**config.mk**
```make
export PLATFORM = sky130hd
export DESIGN_NAME = wavg_ram
export DESIGN_NICKNAME = d
export VERILOG_FILES = /design/src/hw/rtl/wavg_ram.sv
export SDC_FILE = /design/constraint.sdc
export NUM_CORES = 1
export LEC_CHECK = 0
export BUFFER_PORTS_ARGS = -buffer_cell sky130_fd_sc_hd__buf_4
export CORE_MARGIN = 2
export CORE_UTILIZATION = 58
export CTS_CLUSTER_DIAMETER = 120
export CTS_CLUSTER_SIZE = 10
export DETAILED_ROUTE_END_ITERATION = 10
export GPL_ROUTABILITY_DRIVEN = 0
export PLACE_DENSITY = 0.76
export SETUP_SLACK_MARGIN = 0.15
export SLEW_MARGIN = 20
export SYNTH_ARGS = -nofsm -noshare
export SYNTH_HDL_FRONTEND = slang
export SYNTH_SLANG_ARGS = --single-unit
```
**constraint.sdc**
```tcl
create_clock -name clk -period 5.8 [get_ports clk]
set_clock_uncertainty 0.1 [all_clocks]
set_input_delay 0.87 -clock clk [delete_from_list [all_inputs] [get_ports clk]]
set_output_delay 0.87 -clock clk [all_outputs]
set_load 0.02 [all_outputs]
```
**src/hw/rtl/wavg_ram.sv**
```systemverilog
// wavg_ram: generic single-write, single-read synchronous ram, registered read.
// Standalone; no package dependency.
module wavg_ram #(
  parameter int unsigned WIDTH = 8,
  parameter int unsigned DEPTH = 16
) (
  input  logic                                       clk,
  input  logic                                       we,
  input  logic [((DEPTH > 1) ? $clog2(DEPTH) : 1)-1:0] waddr,
  input  logic [WIDTH-1:0]                           wdata,
  input  logic                                       re,
  input  logic [((DEPTH > 1) ? $clog2(DEPTH) : 1)-1:0] raddr,
  output logic [WIDTH-1:0]                           rdata
);

  logic [WIDTH-1:0] mem [DEPTH];
  logic [WIDTH-1:0] rdata_r;

  always_ff @(posedge clk) begin
    if (we) begin
      mem[waddr] <= wdata;
    end
    if (re) begin
      rdata_r <= mem[raddr];
    end
  end

  assign rdata = rdata_r;

endmodule

```
==> results_dict.tcl, run 1 <==
set metrics [dict create \
    hold_path.class "in -> reg" \
    antenna_found_initial 0 \
    peakVddDrop_mv 0.270 \
    maxCapViolCount 0 \
    grt_max_degree 33 \
    power_leakage_nw 2.01 \
    cp_top_family "multiplexers" \
    holdCritStartpoint "re" \
    drc 0 \
    cp_slowest_cell "mux4_1" \
    die_w_um 98.9 \
    clockRootBuffer "clkbuf_8" \
    period_minus_slack_ps 2260 \
    finalPower_mw 2.25 \
    required_ps 5950 \
    reg2reg_from "mem[2][3]" \
    grt_setup_unrepaired "false" \
    fillers 521 \
    grt_pass1_wl_um 14800 \
    ys_warn_count 0 \
    viasPerCell 6.36 \
    cp-end-kind "flip-flop" \
    outcome "completed" \
    fp.coreArea_um2 8720 \
    die-area_um2 9790 \
    cts.sinks 136 \
    tritoncts "yes" \
    grt_use_total_pct 21.8 \
    htreeDepth 4 \
    placementRows 34 \
    diodes 0 \
    ys_seq_area_share_pct 78.1 \
    clock_latency_ps 520 \
    finalSetupViolations 0 \
    syn2layout_area_growth_pct 16.0 \
    critical_path_peak_fanout 32 \
    drive_above_1_share_pct 28.5 \
    synth-seq-cells 136 \
    slew_headroom_pct 36.1 \
    finalCritPeriodShare_pct 39.0 \
    final_net_count 284 \
    cts.repair.resized 0 \
    pin_count 27 \
    portBuffers 26 \
    hpwlAfterDp_um 5800 \
    dieHeight_um 98.9 \
    synthCells 229 \
    use_met3_pct 7.30 \
    path_class "in -> reg" \
    top_usage_layer "met2" \
    synth_area_um2 5230 \
    hold_viol_final 0 \
    drt_iter0_markers 245 \
    cts_made_buffers 17 \
    dr.pass1.iters 5 \
    power.density_nw_per_um2 371 \
    met1_usage_pct 30.0 \
    synth.top_cell.area_share_pct 78.1 \
    max_freq_mhz 442 \
    met2_usage_pct 32.7 \
    drt_wl_total_um 9700 \
    arrival_ps 2420 \
    multi_input_area_um2 1070 \
    fin_ws_ps 3540 \
    register_area_um2 4080 \
    stdcell_count 385 \
    post-cts-setup-buffer-count 0 \
    avgSynthCellArea_um2 22.8 \
    worst_pin_slew_ps 955 \
    synth_nets 248 \
    startpoint_type "primary input" \
    via_count 2449 \
    crit_start "raddr[0]" \
    dp_slack_ps 2880 \
    final_cell_area_um2 6070 \
    max_stage_delay_ps 670 \
    postRouteAntennaNets 0 \
    synth_largest_area_cell "edfxtp_1" \
    start_util_pct 59.9 \
    wire_per_inst_um 25.2 \
    synthTopCellsByArea "edfxtp_1 78%, mux4_2 7.8%, mux4_1 7.0%" \
    path_buf_inv 1 \
    ys_types 18 \
    grt-ovfl-total 0 \
    finalSetupTns_ps 0 \
    crit_chain "buf_4 > mux4_1 > a22oi_1 > nand2_1" \
    dp_cells 354 \
    ctsLongestPathBuffers 2 \
    first_global_vias 2572 \
    hold_buffers 0 \
    dpl-instance-area_um2 5490 \
    clk_pin_slew_worst_paths_ps 60 \
    drv_slew 0 \
]
where the power goes:
part           switching, mW  internal [mW]
Sequential           0.00571           1.11
Clock                  0.382          0.646
Combinational         0.0619         0.0444
Total                  0.450           1.80
state kept, by name, indices dropped and copies added, names as in the netlist:
signal and cells:
rdata 8, mem 128
synthesized netlist by cell type (all sizes together):
cell type	n
a22oi	16
nor3	4
and2b	1
clkdlybuf4s25	3
nand2	9
mux4	32
nand3b	2
buf	7
nand2b	2
edfxtp	136
or3b	1
nand3	1
and2	1
nor2b	1
nor2	13
area by class of cell:
cell class / instances / share of cell area [%]
clock buffers: 17 / 6.83
clock inverters: 14 / 2.60
multi-input cells: 83 / 17.7
flip-flops and latches: 136 / 67.3
well taps: 108 / 2.23
repair buffers: 27 / 3.34
worst paths after layout:
| kind | slack [ps] | cells past startpoint | end |
|---|---|---|---|
| max | 3540 | 4 | rdata[3] |
| min reg2reg | 650 | 3 | rdata[5] |
| max reg2reg | 4120 | 3 | rdata[3] |
| min | 530 | 1 | rdata[1] |
layout by cell type, fill, tap and decap left out, drive strengths merged, types with 4 or more instances in the layout:
cell type	n
nor3	4
mux4	32
buf	27
nand2	9
nor2	13
clkinvlp	4
edfxtp	136
clkbuf	17
clkinv	6
a22oi	16
cells by family (layout without fill, tap and decap cells):
logic type | after synthesis | after routing | synth area share [%]
DFF | 136 | 136 | 78.1
AOI/OAI and AO/OA | 16 | 16 | 2.30
and+or+nand+nor | 35 | 35 | 3.14
buffers and inverters | 10 | 58 | 1.65
muxes | 32 | 32 | 14.8
metrics by stage:
step	hold slack [ps]	utilization [%]
floorplan	605	-
global placement	625	62.9
detailed placement	641	62.9
CTS	525	69.5
global route	516	69.6
finish	531	69.6
metal layers:
layer	up-vias	routed length, µm
met2	127	4790
met5	-	0
li1	1055	-
met3	15	701
met4	0	198
met1	1252	4010
Note: power is estimated with default switching activity, not from simulation.
==> inputs of run 2 (changes only) <==
CORE_UTILIZATION = 54   (was 58)
PLACE_DENSITY = 0.74   (was 0.76)
clock period = 1.85 ns   (was 5.8 ns; I/O delays follow)
==> results_dict.tcl, run 2 (synthesized netlist as in run 1, its figures left out) <==
set metrics [dict create \
    worst_pin_slew_ps 429 \
    grt_max_degree 20 \
    peakVddDrop_mv 0.638 \
    start_util_pct 56.0 \
    tritoncts "yes" \
    largest_reg_flops 128 \
    grt_setup_unrepaired "false" \
    drt_wl_total_um 10200 \
    cts.sinks 136 \
    dieHeight_um 102 \
    multi_input_area_um2 1060 \
    postRouteAntennaNets 0 \
    critical_path_peak_fanout 1 \
    clockRootBuffer "clkbuf_8" \
    drv_slew 0 \
    layout_commonest_cell "edfxtp_1" \
    power.density_nw_per_um2 1150 \
    hpwlAfterDp_um 6330 \
    syn2layout_area_growth_pct 24.9 \
    pin_count 27 \
    finalCritPeriodShare_pct 87.7 \
    drt_iter0_markers 205 \
    hold_viol_final 0 \
    post-cts-setup-buffer-count 0 \
    fp.coreArea_um2 9330 \
    fillers 550 \
    final_util_pct 70.0 \
    cts_made_buffers 17 \
    via_count 2568 \
    path_class "reg -> reg" \
    max_freq_mhz 617 \
    crit_chain "mux4_1 > a22oi_1 > nand2_1" \
    drc 0 \
    top_register "mem" \
    final_cell_mix "136 x edfxtp_1, 54 x buf_4, 18 x mux4_2, 16 x a22oi_1, 16 x clkbuf_16" \
    register_area_um2 4080 \
    hold_path.class "in -> reg" \
    period_minus_slack_ps 1620 \
    whs_ps 203 \
    diodes 0 \
    maxCapViolCount 0 \
    antenna_found_initial 0 \
    placementRows 35 \
    clock_latency_ps 510 \
    portBuffers 26 \
    startpoint_type "flip-flop" \
    htreeDepth 4 \
    outcome "completed" \
    first_global_vias 2581 \
    clk_pin_slew_worst_paths_ps 60 \
    slew_headroom_pct 71.4 \
    ctsLongestPathBuffers 2 \
    finalSetupViolations 0 \
    die-area_um2 10500 \
    arrival_ps 1770 \
    dr.pass1.iters 4 \
    dp_slack_ps -108 \
    power_leakage_nw 2.27 \
    max_stage_delay_ps 490 \
    path_buf_inv 0 \
    cp-end-kind "flip-flop" \
    drive_above_1_share_pct 33.0 \
    finalPower_mw 7.53 \
    viasPerCell 5.74 \
    finalSetupTns_ps 0 \
    cp_slowest_cell "mux4_1" \
    cp_top_family "multiplexers" \
    fin_ws_ps 228 \
    required_ps 2000 \
    grt_use_total_pct 21.7 \
    grt-ovfl-total 0 \
    final_net_count 324 \
    wire_per_inst_um 22.8 \
    die_w_um 102 \
    grt_pass1_wl_um 15500 \
]
## run 2: worst paths after layout
kind                                  from        end  slack, ps  cells past startpoint
worst max-delay path             mem[8][4]   rdata[4]        230                      3
worst min register to register  mem[13][3]   rdata[3]        640                      3
worst max register to register   mem[8][4]   rdata[4]        230                      3
worst min-delay path              waddr[0]  mem[0][2]        200                      3
## run 2: routing by layer
layer | vias to the layer above | global-route usage (%) | wire, µm
li1 | 1132 | - | -
met1 | 1325 | 31.7 | 4510
met2 | 101 | 32.6 | 4950
met3 | 10 | 6.02 | 584
met4 | 0 | 6.87 | 128
met5 | - | 0 | 0
## run 2: layout make-up
| type | count | area share, % |
|---|---|---|
| Clock buffer | 18 | 6.40 |
| Clock inverter | 14 | 3.47 |
| Multi-Input combinational cell | 83 | 16.3 |
| Sequential cell | 136 | 62.6 |
| Tap cell | 129 | 2.47 |
| Timing Repair Buffer | 67 | 8.82 |
## run 2: power by group
group	switching, mW	total (mW)	leakage (nW)	internal [mW]
combinational	0.204	0.389	0.720	0.186
clock	1.19	3.64	0.314	2.45
sequential	0.0218	3.49	1.24	3.47
total	1.42	7.53	2.27	6.11
## run 2: repair_timing
action	CTS	global route
resized for setup	0	0
hold buffers	9	0
hold endpoints to repair	135	0
## run 2: stage by stage
stage,cell area (µm²),cells
finish,6530,447
global route,6530,447
CTS,6530,447
detailed placement,5790,406
global placement,5790,406
floorplan,5230,229
## run 2: worst min-delay path, cell delays in order
cell    delay [ps]
buf_4          130
nor3_2          50
buf_4          170
