==> src/hw/rtl/wavg_pkg.sv <==
// wavg_pkg: shared sizes, opcodes, state enums and structs for the weighted
// average accumulator. No dependencies; used by wavg_readout and the core.
package wavg_pkg;

  localparam int unsigned ELEMENTS = 4096;
  localparam int unsigned ADDR_W   = (ELEMENTS > 1) ? $clog2(ELEMENTS) : 1;
  localparam int unsigned IDX_W    = 12;
  localparam int unsigned CMP_W    = (ADDR_W + 1 > IDX_W) ? ADDR_W + 1 : IDX_W;
  localparam int unsigned SUM_W    = 48;
  localparam int unsigned TOTAL_W  = 32;
  localparam int unsigned ENTRY_W  = SUM_W + TOTAL_W;
  localparam int unsigned DATA_W   = 16;
  localparam int unsigned FRAME_W  = 16;
  localparam int unsigned DIV_STEPS = 16;

  localparam logic [DATA_W-1:0] SCALE_RESET = 16'd256;

  localparam logic [1:0] OP_ADD   = 2'd0;
  localparam logic [1:0] OP_READ  = 2'd1;
  localparam logic [1:0] OP_CLEAR = 2'd2;

  typedef logic [ADDR_W-1:0] addr_t;
  typedef logic [CMP_W-1:0]  cmp_t;

  typedef enum logic [2:0] {
    ST_CLEAR,
    ST_IDLE,
    ST_ADD_WR,
    ST_RD_WAIT,
    ST_RD_CALC,
    ST_RD_OUT
  } ctl_state_t;

  typedef enum logic [2:0] {
    RS_IDLE,
    RS_MUL,
    RS_NUM,
    RS_CHK,
    RS_DIV,
    RS_RND
  } rdo_state_t;

  typedef struct packed {
    logic               start;
    logic [SUM_W-1:0]   sum;
    logic [TOTAL_W-1:0] total;
  } rdo_req_t;

  typedef struct packed {
    logic              done;
    logic [DATA_W-1:0] average;
  } rdo_result_t;

endpackage

==> src/hw/rtl/wavg_readout.sv <==
// wavg_readout: scaled rounded quotient (sum*scale)/(total*256), saturated.
// Split multiply, then a one-bit-per-cycle restoring divider. Uses wavg_pkg.
module wavg_readout (
  input  logic                          clk,
  input  logic                          rst_n,
  input  wavg_pkg::rdo_req_t            req,
  input  logic [wavg_pkg::DATA_W-1:0]   scale,
  output wavg_pkg::rdo_result_t         res
);

  wavg_pkg::rdo_state_t state_r, state_nxt;

  logic [wavg_pkg::SUM_W-1:0]   sum_r;
  logic [wavg_pkg::TOTAL_W-1:0] tot_r;
  logic [39:0]                  pp_lo_r, pp_hi_r;
  logic [63:0]                  num_r;
  logic [39:0]                  den_r;
  logic [39:0]                  rem_r;
  logic [15:0]                  quo_r;
  logic [3:0]                   cnt_r;

  logic                         done_r, done_nxt;
  logic [wavg_pkg::DATA_W-1:0]  avg_r, avg_nxt;

  logic [40:0] trial;
  logic [40:0] diff;
  logic        trial_ge;
  logic        too_big;
  logic        round_up;
  logic [16:0] rounded;

  // divider step and final checks
  always_comb begin
    trial    = {rem_r, quo_r[15]};
    trial_ge = trial >= {1'b0, den_r};
    diff     = trial - {1'b0, den_r};
    too_big  = num_r >= {8'b0, den_r, 16'b0};
    round_up = {rem_r, 1'b0} >= {1'b0, den_r};
    rounded  = {1'b0, quo_r} + {16'b0, round_up};
  end

  // next state
  always_comb begin
    state_nxt = state_r;
    case (state_r)
      wavg_pkg::RS_IDLE: begin
        if (req.start && (req.total != '0)) begin
          state_nxt = wavg_pkg::RS_MUL;
        end
      end
      wavg_pkg::RS_MUL: state_nxt = wavg_pkg::RS_NUM;
      wavg_pkg::RS_NUM: state_nxt = wavg_pkg::RS_CHK;
      wavg_pkg::RS_CHK: begin
        state_nxt = too_big ? wavg_pkg::RS_IDLE : wavg_pkg::RS_DIV;
      end
      wavg_pkg::RS_DIV: begin
        if (cnt_r == 4'(wavg_pkg::DIV_STEPS - 1)) begin
          state_nxt = wavg_pkg::RS_RND;
        end
      end
      wavg_pkg::RS_RND: state_nxt = wavg_pkg::RS_IDLE;
      default:          state_nxt = wavg_pkg::RS_IDLE;
    endcase
  end

  // outputs
  always_comb begin
    done_nxt = 1'b0;
    avg_nxt  = '0;
    case (state_r)
      wavg_pkg::RS_IDLE: begin
        if (req.start && (req.total == '0)) begin
          done_nxt = 1'b1;
        end
      end
      wavg_pkg::RS_CHK: begin
        if (too_big) begin
          done_nxt = 1'b1;
          avg_nxt  = '1;
        end
      end
      wavg_pkg::RS_RND: begin
        done_nxt = 1'b1;
        avg_nxt  = rounded[16] ? '1 : rounded[15:0];
      end
      default: begin
        done_nxt = 1'b0;
      end
    endcase
  end

  always_ff @(posedge clk) begin
    if (!rst_n) begin
      state_r <= wavg_pkg::RS_IDLE;
      done_r  <= 1'b0;
    end else begin
      state_r <= state_nxt;
      done_r  <= done_nxt;
    end
  end

  always_ff @(posedge clk) begin
    if (done_nxt) begin
      avg_r <= avg_nxt;
    end
    case (state_r)
      wavg_pkg::RS_IDLE: begin
        sum_r <= req.sum;
        tot_r <= req.total;
      end
      wavg_pkg::RS_MUL: begin
        pp_lo_r <= {16'b0, sum_r[23:0]} * {24'b0, scale};
        pp_hi_r <= {16'b0, sum_r[47:24]} * {24'b0, scale};
      end
      wavg_pkg::RS_NUM: begin
        num_r <= {pp_hi_r, 24'b0} + {24'b0, pp_lo_r};
        den_r <= {tot_r, 8'b0};
      end
      wavg_pkg::RS_CHK: begin
        // below the saturation bound the high part is already smaller than den
        rem_r <= num_r[55:16];
        quo_r <= num_r[15:0];
        cnt_r <= '0;
      end
      wavg_pkg::RS_DIV: begin
        rem_r <= trial_ge ? diff[39:0] : trial[39:0];
        quo_r <= {quo_r[14:0], trial_ge};
        cnt_r <= cnt_r + 4'd1;
      end
      default: begin
        cnt_r <= cnt_r;
      end
    endcase
  end

  assign res = {done_r, avg_r};

endmodule

==> config.mk <==
export PLATFORM = sky130hd
export DESIGN_NAME = wavg_readout
export DESIGN_NICKNAME = d
export VERILOG_FILES = /design/src/hw/rtl/wavg_pkg.sv /design/src/hw/rtl/wavg_readout.sv
export SDC_FILE = /design/constraint.sdc
export NUM_CORES = 2
export LEC_CHECK = 0
export BUFFER_PORTS_ARGS = -buffer_cell sky130_fd_sc_hd__buf_2
export CAP_MARGIN = 20
export CORE_MARGIN = 3
export CORE_UTILIZATION = 59
export CTS_CLUSTER_DIAMETER = 150
export DETAILED_ROUTE_END_ITERATION = 8
export GPL_ROUTABILITY_DRIVEN = 0
export GPL_TIMING_DRIVEN = 0
export PLACE_DENSITY = 0.8
export REMOVE_ABC_BUFFERS = 1
export SETUP_SLACK_MARGIN = 0.4
export SLEW_MARGIN = 20
export SYNTH_ARGS = -nofsm -noshare
export SYNTH_HDL_FRONTEND = slang
export SYNTH_SLANG_ARGS = --single-unit
==> constraint.sdc <==
create_clock -name clk -period 7.7 [get_ports clk]
set_input_delay 0.77 -clock clk [delete_from_list [all_inputs] [get_ports clk]]
set_output_delay 0.77 -clock clk [all_outputs]
set_load 0.05 [all_outputs]
==> results.yml <==
setup_path:
  max_stage_delay_ns: 0.56
  cp-start-kind: "input port"
  critPathCaptureType: "flop"
  required_ns: 8.01
  crit_type: "in -> reg"
  path_common_cell: "fa_1"
  worstPathMaxFanout: 32
  crit_cells: 23
  cp_slowest_cell: "fa_1"
  crit_arrival_ns: 7.52
  crit_buf_inv: 5
  critPathTopFamily: "adder cells"
  rr_worst_depth: 23
  crit_path_cell_trace: "buf_4, buf_12, nand2_1, fa_1, inv_1, fa_1, fa_1, fa_1, fa_1, inv_1, fa_1, inv_1, ha_1, a21o_1, a21oi_1, a21boi_0, and4b_2, a31oi_1, a221o_1, a31oi_1, o21ai_1, a311oi_1, xnor2_1"
timing:
  max_freq_mhz: 139
  max_slew_margin_pct: 26.0
  final-hold-violation-count: 0
  setup_viol: 0
  slew_violations: 0
  period_needed_ns: 7.21
  timing.final.crit_share_pct: 93.7
  timing.hold.ws_ns: 0.346
  final.setup.worst_slack_ns: 0.487
  rsz0062_at_grt: "true"
  tns_ns: 0
  fin_worst_skew_ns: 0.0407
  worst_pin_slew_ns: 1.11
hold_path:
  hold_class: "in -> reg"
  min_path_cells: 1
global_routing:
  grt_pass1_vias: 29629
  grt_max_degree: 66
  gr-usage-all-layers_pct: 26.2
  antenna_found_initial: 0
  grt_pass1_wl_um: 149000
  overflow: 0
placed_design:
  post-place-ws_ns: -0.582
  hpwlAfterDp_um: 65200
  port_buffers: 115
  dpl_cell_area_um2: 41300
layout:
  final_common_cell: "inv_1"
  final_cell_mix: "inv_1, nand2_1, fa_1"
  fill_cells: 5005
  drive_gt1_share_pct: 7.45
  nets: 5151
  stdcell_area_um2: 43400
  synthToLayoutAreaGrowth_pct: 8.67
synth:
  muxShareOfSynthArea_pct: 0.679
  yosys.area_share.simple_pct: 14.8
  synth_adder_area_share_pct: 40.4
  synth_area_um2: 40000
  avgSynthCellArea_um2: 9.91
  synthArstFlopShare_pct: 0
  synth_edf_count: 332
  ys_warn_count: 0
  synth_cell_type_count: 76
  ys_ff_latch: 336
  synth_compound_area_share_pct: 6.83
  syn_inst: 4034
  ys_seq_area_share_pct: 25.1
  synth_top_family_by_area: "adder cells"
  synth_top_flop_cell: "edfxtp_1"
  synth_xor_xnor_area_share_pct: 3.22
die:
  io-pin-count: 116
  die_h_um: 266
  die_w_um: 266
  die-area_um2: 70900
  rows: 94
  start_util_pct: 60.2
  core_area_um2: 66500
clock_tree:
  clock_path_buffers: 3
  ctsHtreeMaxLevel: 2
  cts_buffers: 39
  cts-hold-fix-buffers: 0
  clkSlewWorstSetupHoldPaths_ns: 0.06
  cts_tree: "done"
  clock-root-buffer: "clkbuf_16"
  insertion_delay_ns: 0.60
  cts_sinks: 336
drt:
  wirelength_um: 89700
  vias: 28186
  drt_iter0_markers: 2199
  drt_pre_antenna_iters: 5
  drc: 0
  drtAntennaViolNets: 0
  via_per_inst: 5.61
  routedWlPerCell_um: 17.8
run:
  cap_viol_max_count: 0
run_status:
  status: "finished clean"
==> layout make-up <==
type / instances / area (um2) / area share [%]
Inverter: 775 / 2910 / 6.70
Tap cell: 864 / 1080 / 2.49
Timing Repair Buffer: 223 / 1740 / 4.01
Sequential cell: 336 / 10000 / 23.1
Multi-Input combinational cell: 2756 / 26400 / 60.8
Clock inverter: 27 / 254 / 0.585
Clock buffer: 44 / 995 / 2.29
Antenna cell: 1 / 2.50 / 0.00576
==> worst reg2reg max path: cells and delay by family, from the launching register on <==
kind / cells / cell delay [ns]
buffers and inverters: 5 / 0.41
DFF: 1 / 0.36
xor gates and xnor gates: 1 / 0.31
adders and majority gates: 7 / 3.36
and+or+nand+nor: 2 / 0.60
AOI/OAI and AO/OA: 8 / 1.86
==> kinds of logic after synthesis <==
| kind of cell | after synthesis |
|---|---|
| compound gates | 418 |
| xor+xnor | 147 |
| fa+ha+maj | 921 |
| buf+inv | 942 |
| flops | 336 |
| mux | 27 |
| simple gates | 1243 |
==> routing by layer <==
| layer | track usage, % | part of all wire, % | vias up |
|---|---|---|---|
| met5 | 0 | 0 | - |
| met4 | 8.09 | 2.7 | 0 |
| met3 | 4.68 | 8.2 | 184 |
| met2 | 42.6 | 47 | 1210 |
| met1 | 36.5 | 42 | 13900 |
| li1 | - | - | 12892 |
==> state kept, by name (all words and copies together), names as in the netlist, 32 cells and up <==
signal	flops
pp_hi_r	40
sum_r	48
rem_r	40
den_r	32
num_r	64
pp_lo_r	40
tot_r	32
==> synthesized netlist by cell type, drive strengths merged (15+ instances only) <==
cell type | number | area, um2
inv | 775 | 2910
nand2 | 647 | 2430
fa | 614 | 12300
edfxtp | 332 | 9970
and2 | 325 | 2030
ha | 307 | 3840
clkbuf | 158 | 593
a21oi | 114 | 571
o21ai | 103 | 527
xnor2 | 100 | 876
nor2 | 84 | 315
a21o | 68 | 510
xor2 | 47 | 412
nand3 | 41 | 205
nand4 | 29 | 181
mux2i | 26 | 260
and3 | 20 | 125
nor2b | 19 | 119
nor4 | 19 | 119
a211oi | 18 | 148
nor3 | 17 | 85.1
a31oi | 16 | 106
o21a | 15 | 113
==> per-stage QoR <==
step	utilization, %	instances
CTS	64.8	4986
global route	65.4	5025
global placement	61.7	4846
finish	65.4	5026
floorplan	-	3867
detailed placement	62.2	4877
==> final timing paths <==
path                                     to  startpoint  slack (ns)
worst max-delay path            pp_lo_r[38]    scale[7]        0.49
worst min register to register    den_r[21]   tot_r[13]        0.42
worst max register to register  pp_lo_r[38]   sum_r[16]        0.51
worst min-delay path              sum_r[10]     req[42]        0.35
==> repair_timing <==
action,4_1_cts,5_1_grt
endpoints found under the setup margin,8,5
gates resized for setup,16,12
buffers inserted,38,39
Power is not shown: default switching activity piles up to over one toggle a cycle in this logic, so the estimate is an artifact.
